### config.mk
export PLATFORM = sky130hd
export DESIGN_NAME = kfr_ctrl
export DESIGN_NICKNAME = d
export VERILOG_FILES = /design/src/rtl/kfr_pkg.sv /design/src/rtl/kfr_ctrl.sv
export SDC_FILE = /design/constraint.sdc
export NUM_CORES = 1
export LEC_CHECK = 0
export BUFFER_PORTS_ARGS = -buffer_cell sky130_fd_sc_hd__buf_2
export CAP_MARGIN = 15
export CORE_MARGIN = 5
export CORE_UTILIZATION = 40
export CTS_BUF_LIST = sky130_fd_sc_hd__clkbuf_8
export CTS_CLUSTER_DIAMETER = 50
export CTS_CLUSTER_SIZE = 25
export DETAILED_ROUTE_END_ITERATION = 8
export PLACE_DENSITY = 0.65
export SETUP_SLACK_MARGIN = 0.4
export SLEW_MARGIN = 20
export SYNTH_ARGS = -nofsm -noshare
export SYNTH_HDL_FRONTEND = slang
export SYNTH_SLANG_ARGS = --single-unit
### constraint.sdc
create_clock -name clk_i -period 1.75 [get_ports clk_i]
set_clock_uncertainty 0.1 [all_clocks]
set_input_delay 0.0875 -clock clk_i [delete_from_list [all_inputs] [get_ports clk_i]]
set_output_delay 0.0875 -clock clk_i [all_outputs]
set_load 0.005 [all_outputs]
### src/rtl/kfr_pkg.sv
package kfr_pkg;

  localparam int POS_W  = 24;
  localparam int BSZ_W  = 25;
  localparam int BASE_W = 16;
  localparam int CNT_W  = 32;
  localparam int TS_W   = 64;
  localparam int REST_W = TS_W + CNT_W + 1 + POS_W;

  localparam logic [0:0] CFG_BUFFER_SIZE = 1'b0;
  localparam logic [0:0] CFG_DATA_BASE   = 1'b1;

  localparam logic [24:0] BSZ_RESET  = 25'd1048576;
  localparam logic [15:0] BASE_RESET = 16'd2048;

  localparam logic [2:0] STS_OK        = 3'd0;
  localparam logic [2:0] STS_EMPTY     = 3'd1;
  localparam logic [2:0] STS_REJECT    = 3'd2;
  localparam logic [2:0] STS_SKIPPED   = 3'd3;
  localparam logic [2:0] STS_TOO_SMALL = 3'd4;
  localparam logic [2:0] STS_NO_READER = 3'd5;

  typedef enum logic [2:0] {
    MODE_PUT     = 3'd0,
    MODE_GET     = 3'd1,
    MODE_ATTACH  = 3'd2,
    MODE_RELEASE = 3'd3,
    MODE_RESYNC  = 3'd4,
    MODE_CLEAR   = 3'd5,
    MODE_SAVED   = 3'd6,
    MODE_WRESET  = 3'd7
  } mode_e;

  typedef enum logic [4:0] {
    A_NONE, A_LOAD, A_CLR, A_PWP, A_NEXTR, A_REJ, A_NKSTART, A_NKEXH,
    A_NKCATCH, A_NKFOUND, A_NKSTEP, A_BWRAP, A_COMMIT, A_GET, A_GEMPTY,
    A_BADR, A_ATTACH, A_RELEASE, A_RESYNC, A_CLRALL, A_WRESET, A_SWP, A_SAVED
  } act_e;

  typedef enum logic [1:0] {
    RS_HEAD, RS_TAIL, RS_WALK
  } rsel_e;

  typedef enum logic [1:0] {
    W_NEXT, W_CATCH, W_FOUND
  } wres_e;

  typedef enum logic [3:0] {
    S_CLEAR, S_IDLE, S_DISP, S_P_WP, S_P_RSEL, S_P_RCHK, S_P_WALK, S_P_WCHK,
    S_P_BWRAP, S_P_SIZE, S_G_DATA, S_S_WP, S_S_RP, S_OUT
  } st_e;

  typedef struct packed {
    act_e  act;
    rsel_e rsel;
    logic  rd;
  } dp_cmd_t;

  typedef struct packed {
    mode_e mode;
    logic  reader_oob;
    logic  len_zero;
    logic  blocking;
    logic  cur_end;
    logic  cur_used;
    logic  tail_head;
    logic  nhead_tail;
    logic  blk_fail;
    logic  push_hit;
    logic  walk_last;
    logic  walk_head;
    wres_e wres;
    logic  too_big;
    logic  clr_last;
  } dp_sts_t;

endpackage

### src/rtl/kfr_ctrl.sv
module kfr_ctrl (
  input  logic            clk_i,
  input  logic            rst_ni,
  input  logic            in_valid_i,
  input  logic            out_stall_i,
  input  kfr_pkg::dp_sts_t sts_i,
  output kfr_pkg::dp_cmd_t cmd_o,
  output logic            in_stall_o,
  output logic            out_valid_o
);
  import kfr_pkg::*;

  st_e st_q, st_d;

  always_ff @(posedge clk_i or negedge rst_ni) begin
    if (!rst_ni) begin
      st_q <= S_CLEAR;
    end else begin
      st_q <= st_d;
    end
  end

  always_comb begin
    st_d        = st_q;
    cmd_o       = '{act: A_NONE, rsel: RS_HEAD, rd: 1'b0};
    in_stall_o  = 1'b1;
    out_valid_o = 1'b0;
    unique case (st_q)
      S_CLEAR: begin
        cmd_o.act = A_CLR;
        if (sts_i.clr_last) begin
          st_d = S_IDLE;
        end
      end
      S_IDLE: begin
        in_stall_o = 1'b0;
        if (in_valid_i) begin
          cmd_o.act = A_LOAD;
          st_d      = S_DISP;
        end
      end
      S_DISP: begin
        st_d = S_OUT;
        if (sts_i.reader_oob && (sts_i.mode inside {MODE_GET, MODE_RELEASE, MODE_RESYNC,
                                                    MODE_SAVED})) begin
          cmd_o.act = A_BADR;
        end else begin
          unique case (sts_i.mode)
            MODE_PUT: begin
              if (sts_i.len_zero) begin
                cmd_o.act = A_REJ;
              end else begin
                cmd_o.rd = 1'b1;
                st_d     = S_P_WP;
              end
            end
            MODE_GET: begin
              if (sts_i.tail_head) begin
                cmd_o.act = A_GEMPTY;
              end else begin
                cmd_o.rd   = 1'b1;
                cmd_o.rsel = RS_TAIL;
                st_d       = S_G_DATA;
              end
            end
            MODE_ATTACH:  cmd_o.act = A_ATTACH;
            MODE_RELEASE: cmd_o.act = A_RELEASE;
            MODE_RESYNC:  cmd_o.act = A_RESYNC;
            MODE_CLEAR:   cmd_o.act = A_CLRALL;
            MODE_SAVED: begin
              cmd_o.rd = 1'b1;
              st_d     = S_S_WP;
            end
            MODE_WRESET:  cmd_o.act = A_WRESET;
            default:      cmd_o.act = A_NONE;
          endcase
        end
      end
      S_P_WP: begin
        cmd_o.act = A_PWP;
        st_d      = S_P_RSEL;
      end
      S_P_RSEL: begin
        if (sts_i.cur_end) begin
          st_d = sts_i.blocking ? S_P_BWRAP : S_P_SIZE;
        end else if (!sts_i.cur_used) begin
          cmd_o.act = A_NEXTR;
        end else if (sts_i.blocking && sts_i.tail_head) begin
          cmd_o.act = A_NEXTR;
        end else if (sts_i.blocking && sts_i.nhead_tail) begin
          cmd_o.act = A_REJ;
          st_d      = S_OUT;
        end else begin
          cmd_o.rd   = 1'b1;
          cmd_o.rsel = RS_TAIL;
          st_d       = S_P_RCHK;
        end
      end
      S_P_RCHK: begin
        if (sts_i.blocking) begin
          if (sts_i.blk_fail) begin
            cmd_o.act = A_REJ;
            st_d      = S_OUT;
          end else begin
            cmd_o.act = A_NEXTR;
            st_d      = S_P_RSEL;
          end
        end else if (sts_i.push_hit) begin
          cmd_o.act = A_NKSTART;
          st_d      = S_P_WALK;
        end else begin
          cmd_o.act = A_NEXTR;
          st_d      = S_P_RSEL;
        end
      end
      S_P_WALK: begin
        if (sts_i.walk_last) begin
          cmd_o.act = A_NKEXH;
          st_d      = S_P_RSEL;
        end else if (sts_i.walk_head) begin
          cmd_o.act = A_NKCATCH;
          st_d      = S_P_RSEL;
        end else begin
          cmd_o.rd   = 1'b1;
          cmd_o.rsel = RS_WALK;
          st_d       = S_P_WCHK;
        end
      end
      S_P_WCHK: begin
        unique case (sts_i.wres)
          W_CATCH: begin
            cmd_o.act = A_NKCATCH;
            st_d      = S_P_RSEL;
          end
          W_FOUND: begin
            cmd_o.act = A_NKFOUND;
            st_d      = S_P_RSEL;
          end
          default: begin
            cmd_o.act = A_NKSTEP;
            st_d      = S_P_WALK;
          end
        endcase
      end
      S_P_BWRAP: begin
        cmd_o.act = A_BWRAP;
        st_d      = S_P_SIZE;
      end
      S_P_SIZE: begin
        cmd_o.act = sts_i.too_big ? A_REJ : A_COMMIT;
        st_d      = S_OUT;
      end
      S_G_DATA: begin
        cmd_o.act = A_GET;
        st_d      = S_OUT;
      end
      S_S_WP: begin
        cmd_o.act  = A_SWP;
        cmd_o.rd   = 1'b1;
        cmd_o.rsel = RS_TAIL;
        st_d       = S_S_RP;
      end
      S_S_RP: begin
        cmd_o.act = A_SAVED;
        st_d      = S_OUT;
      end
      S_OUT: begin
        out_valid_o = 1'b1;
        if (!out_stall_i) begin
          st_d = S_IDLE;
        end
      end
      default: st_d = S_IDLE;
    endcase
  end

endmodule

[After elaboration in Yosys (flattened, before gate mapping)]
Index checks and enable logic that the tools add are counted.
Word-level totals
  bits in latches: 0
  output and inout bits: 10
  memories kept: 0
  register bits after elaboration: 4
  memory bits (writable): 0
  memory bits (read-only): 0
Operators by class
  equality and inequality tests: 27
  shift-type cells: 0
  bitwise operators: 0
  reductions and logical operators: 9
  muxes and demuxes: 49
  $add $sub $neg: 0
  multipliers: 0
  divide/modulo/power cells: 0
  $lt $le $gt $ge: 0
Operator list (count)
  5-bit case mux with 13 select lines: 1
  4-bit two-way mux: 16
  4-bit case mux with 12 select lines: 1
  5-bit case mux with 7 select lines: 1
  4-bit equality test (second input constant): 6
  3-bit two-way mux: 7
  2-bit two-way mux: 9
  4-bit by 3-bit equality test with 1-bit output (second input constant): 4
  3-bit equality test (second input constant): 4
  3-bit case mux with 4 select lines: 1
  4-bit case mux with 3 select lines: 1
  5-bit two-way mux: 2
  4-bit by 2-bit equality test with 1-bit output (second input constant): 2
  8-bit two-way mux: 1
  1-bit two-way mux: 7
  3-bit by 2-bit equality test with 1-bit output (second input constant): 2
  2-bit inequality test (second input constant): 3
  3-bit inequality test (second input constant): 2
  5-bit AND reduction: 1
  4-bit by 1-bit equality test with 1-bit output (second input constant): 1
  4-bit logical NOT: 1
  2-bit case mux with 2 select lines: 1
  4-bit nonzero test: 1
  3-bit by 1-bit equality test with 1-bit output (second input constant): 1
  other kinds (7): 9

[Depth between registers and ports, before layout]
  depth after elaboration: 6
  gate-level depth with buffers: 6

[Worst setup path before layout]
No wires, ideal clock.
  path type: flip-flop to flip-flop
  start point: register st_q[3]
  end point: register st_q[2]
  slack: 248 ps
  period minus slack after synthesis: 1502 ps
  buffers on the path: 0
  cell stages (with the launch flop): 6
  data arrival time: 1274 ps
  cell sequence: dfrtp_1 -> or3_1 -> a21oi_1 -> a211oi_2 -> a31oi_1 -> a21oi_1
Between the ends
  longest elaborated chain between the ends: 3
Ends and longest elaborated chain
  from (decl): line kfr_ctrl.sv:13  | st_e st_q, st_d;
  from (signal assigned): line kfr_ctrl.sv:19  | st_q <= st_d;
  4-bit equality test (tied with other cells): line kfr_ctrl.sv:28  | unique case (st_q)
  3-bit OR reduction (no source line) (tied with other cells)
  4-bit case mux with 12 select lines / 5-bit AND reduction (equally long branches)
Parallel ways exist; a longest one is shown, timed or not.
A chain may end at the register's enable or synchronous reset.

==> key figures <==
CTS
  – CTS root buf: clkbuf_8
  – Clock tree buffer depth: 2
  – Clock-pin slew on the worst setup and hold paths: roughly 30 ps
  – CTS buffer count: 3
  – Clk sink count: 4
  – Htree depth: 1
  – CTS tree: done
  – Later-pin clock latency in the skew report: about 220 ps

Cells and area
  – Multi-input logic area: 901 um2
  – FILL cells: between 200 and 250
  – Max FFs per register: 4
  – Biggest register: st_q
  – Most frequent cells in the layout: buf_2 (31), buf_4 (15), nor2_1 (13)
  – Area Overhead vs Synth: 49.3%
  – Largest registers: st_q x4
  – Final Instance Area: approximately 1500 um2
  – Share of cells above drive strength 1: 50.3%
  – Commonest non-fill, non-tap cell in the layout: buf_2
  – Register area: between 100 and 150 um2
  – Final net count: 210
  – Ant diodes: 0

Die
  – Boundary Pins: 32
  – Die Y: approximately 60 um
  – Core ar.: around 2400 um2
  – Initial Util: 41.0%
  – Die width: ~60 um
  – FP Rows: 18
  – Die area: 3560 um2

Power
  – Peak supply drop: ~1.5 mV
  – Pwr Total: a little under 0.002 W
  – LEAKAGE: between 0.6 and 0.7 nW
  – Cell Pwr Density: ~1300 nW/um2

STA
  – Highest Clock Rate: 531 MHz
  – Worst-Margin Slew: roughly 430 ps
  – Final Hold Fails: 0
  – RSZ-0062 raised after global routing: true
  – Setup WS post-layout: -133 ps
  – Post-layout minimum cycle time: roughly 1900 ps
  – Slew Viols, Final: 0
  – Setup tns final: -282 ps
  – Slew margin rel.: between 70 and 80%
  – Setup violators final: 5
  – Fin crit share: 108%

GRT
  – GRT busiest layer: met2
  – Gr ovfl total: 0
  – Vias in the first global route: about 1,300
  – Wire length of the first global-routing pass: around 5600 um
  – Initial antenna violation count: 0
  – M1 GR Usage: roughly a quarter
  – Met2 Usage GRT: about a third
  – Total GRT Usage: approximately 20%
  – GR Util met3: approximately 4.5%
  – Largest net degree at the start of global routing: 14

Yosys
  – Post-synth cell types: 54
  – Yosys warns: 0
  – Post-Syn Area: slightly below 1000 um2
  – Post-synthesis sequential area ratio: 10.1%
  – Synthesized flop and latch total: 4
  – Syn_area_per_cell: about 7 um2
  – Post-Syn Nets: about 160
  – Synth Instances: roughly 140

Route
  – DRT iter0 DRCs: 34
  – Post-Route WL: roughly 3500 um
  – Via count: between 1,000 and 1,500
  – Post-route ant nets: 0
  – Wire per inst: between 15 and 20 um
  – Via-per-instance ratio: 6.04
  – DR pass1 iterations: 4
  – Residual DRC: 0

Critical path
  – Crit Path Category: reg -> out
  – Crit end category: output pin
  – Crit-path max FO: 6
  – Reg2reg end: st_q[2]$_DFFE_PN0P_
  – R2r setup slk: 0 ps
  – Worst Reg-to-Reg Cells: 7
  – Critical path data arrival time: approximately 1700 ps
  – Worst r2r src: st_q[2]$_DFFE_PN0P_
  – WP data required: between 1500 and 2000 ps
  – CP Launch Type: flip-flop

Placement
  – PortBufs: 31
  – Pre-CTS WS: -28.9 ps
  – Placed cell area: between 1000 and 1500 um2
  – HPWL after detailed placement: 2550 um
  – GPL Wtd Cong: around 0.93

Worst hold path
  – Hold Path End: st_q[3]$_DFFE_PN0P_
  – WHS Path Cells: 3
  – HP Class: in -> reg
  – Min-delay src: out_stall_i

Flow run
  – Maxcap violations: 0

Status
  – Status: finished with violations
  – Failing checks: setup timing
## cell usage after synthesis (all sizes together)
master    n  share of area (%)
a21oi    15                8.0
nor2     15                5.7
nand2    13                4.9
o21ai    11                5.6
buf       9                7.9
nand2b    5                3.2
dfrtp     4                 10
or3       4                2.8
a211oi    3                3.3
a21boi    3                2.3
a31oi     3                1.9
clkbuf    3                2.2
inv       3                1.1
nand3     3                1.5
or2       3                1.9
a221oi    2                1.8
a22o      2                1.8
a22oi     2                1.5
mux2      2                2.3
nor2b     2                1.3
nor3      2                1.0
nor4      2                1.9
nor4b     2                1.8
o21a      2                1.5
o221ai    2                2.4
o22ai     2                1.3
o41ai     2                1.8
or4       2                1.9
a2111oi   1                2.8
a21o      1               0.76
a311oi    1               0.89
a31o      1               0.89
and2b     1               0.76
ha        1                1.3
nand4b    1               0.89
o211ai    1               0.76
o21bai    1               0.76
o31ai     1               0.76
o32a      1                1.0
o32ai     1               0.89
or2b      1               0.76
or4b      1                1.4
xor2      1               0.89
## per-layer routing
layer / routed length (um) / up-vias
li1: - / 622
met1: 1550 / 617
met2: 1730 / 51
met3: 204 / 8
met4: 59 / 0
met5: 0 / -
## final cells by class
| cell class | count | share of cell area (%) |
|---|---|---|
| repair buffers | 56 | 25.7 |
| clock buffers | 3 | 2.80 |
| inverters | 3 | 0.764 |
| flip-flops and latches | 4 | 7.05 |
| well taps | 30 | 2.55 |
| multi-input cells | 119 | 61.1 |
## worst max-delay path by stage
| stage | start | cells after the start | to |
|---|---|---|---|
| 2_1_floorplan | st_q[1]$_DFFE_PN0P_ | 6 | st_q[0]$_DFFE_PN0P_ |
| 3_3_place_gp | st_q[1]$_DFFE_PN0P_ | 4 | cmd_o[0] |
| 3_5_place_dp | st_q[1]$_DFFE_PN0P_ | 4 | cmd_o[0] |
| 4_1_cts | st_q[1]$_DFFE_PN0P_ | 7 | cmd_o[3] |
| 5_1_grt | st_q[1]$_DFFE_PN0P_ | 7 | cmd_o[3] |
| 6_report | st_q[1]$_DFFE_PN0P_ | 7 | cmd_o[3] |
## where the power goes
part           internal [W]  switching, W
logic              0.000755      0.000820
registers          0.000135     0.0000612
clock network      0.000146     0.0000457
## logic make-up (layout without fill, tap and decap cells)
family / Yosys count / after routing / share of synthesized area (%)
xor gates and xnor gates: 1 / 1 / 0.887
muxes: 2 / 2 / 2.28
adders and majority gates: 1 / 1 / 1.27
AOI/OAI and AO/OA: 58 / 58 / 42.6
DFF: 4 / 4 / 10.1
buffers and inverters: 15 / 62 / 11.2
and+or+nand+nor: 57 / 57 / 31.7
## worst max-delay path, cell delays in order (launching register included)
cell     delay [ps]
dfrtp_2         440
buf_4           180
nor4b_2         240
nand3_1         130
a21oi_2         160
o32ai_2         100
o31ai_2          70
buf_2           150
## stage by stage
stage / cells / util, % / hold WS (ps)
after floorplan: 138 / - / -308
after global placement: 199 / 49.9 / -206
after detailed placement: 199 / 49.9 / -204
after CTS: 213 / 57.4 / 106
after global routing: 215 / 61.2 / 114
final: 215 / 61.2 / 99.6
## what timing repair did
| item | 4_1_cts | 5_1_grt |
|---|---|---|
| gates resized for setup | 13 | 17 |
| setup buffers | 10 | 2 |
| hold endpoints to repair | 4 | 0 |
| hold buffers | 1 | 0 |
| setup endpoints to repair | 14 | 14 |
| pin swaps | 5 | 9 |
Power figures use the tool's default switching activity.
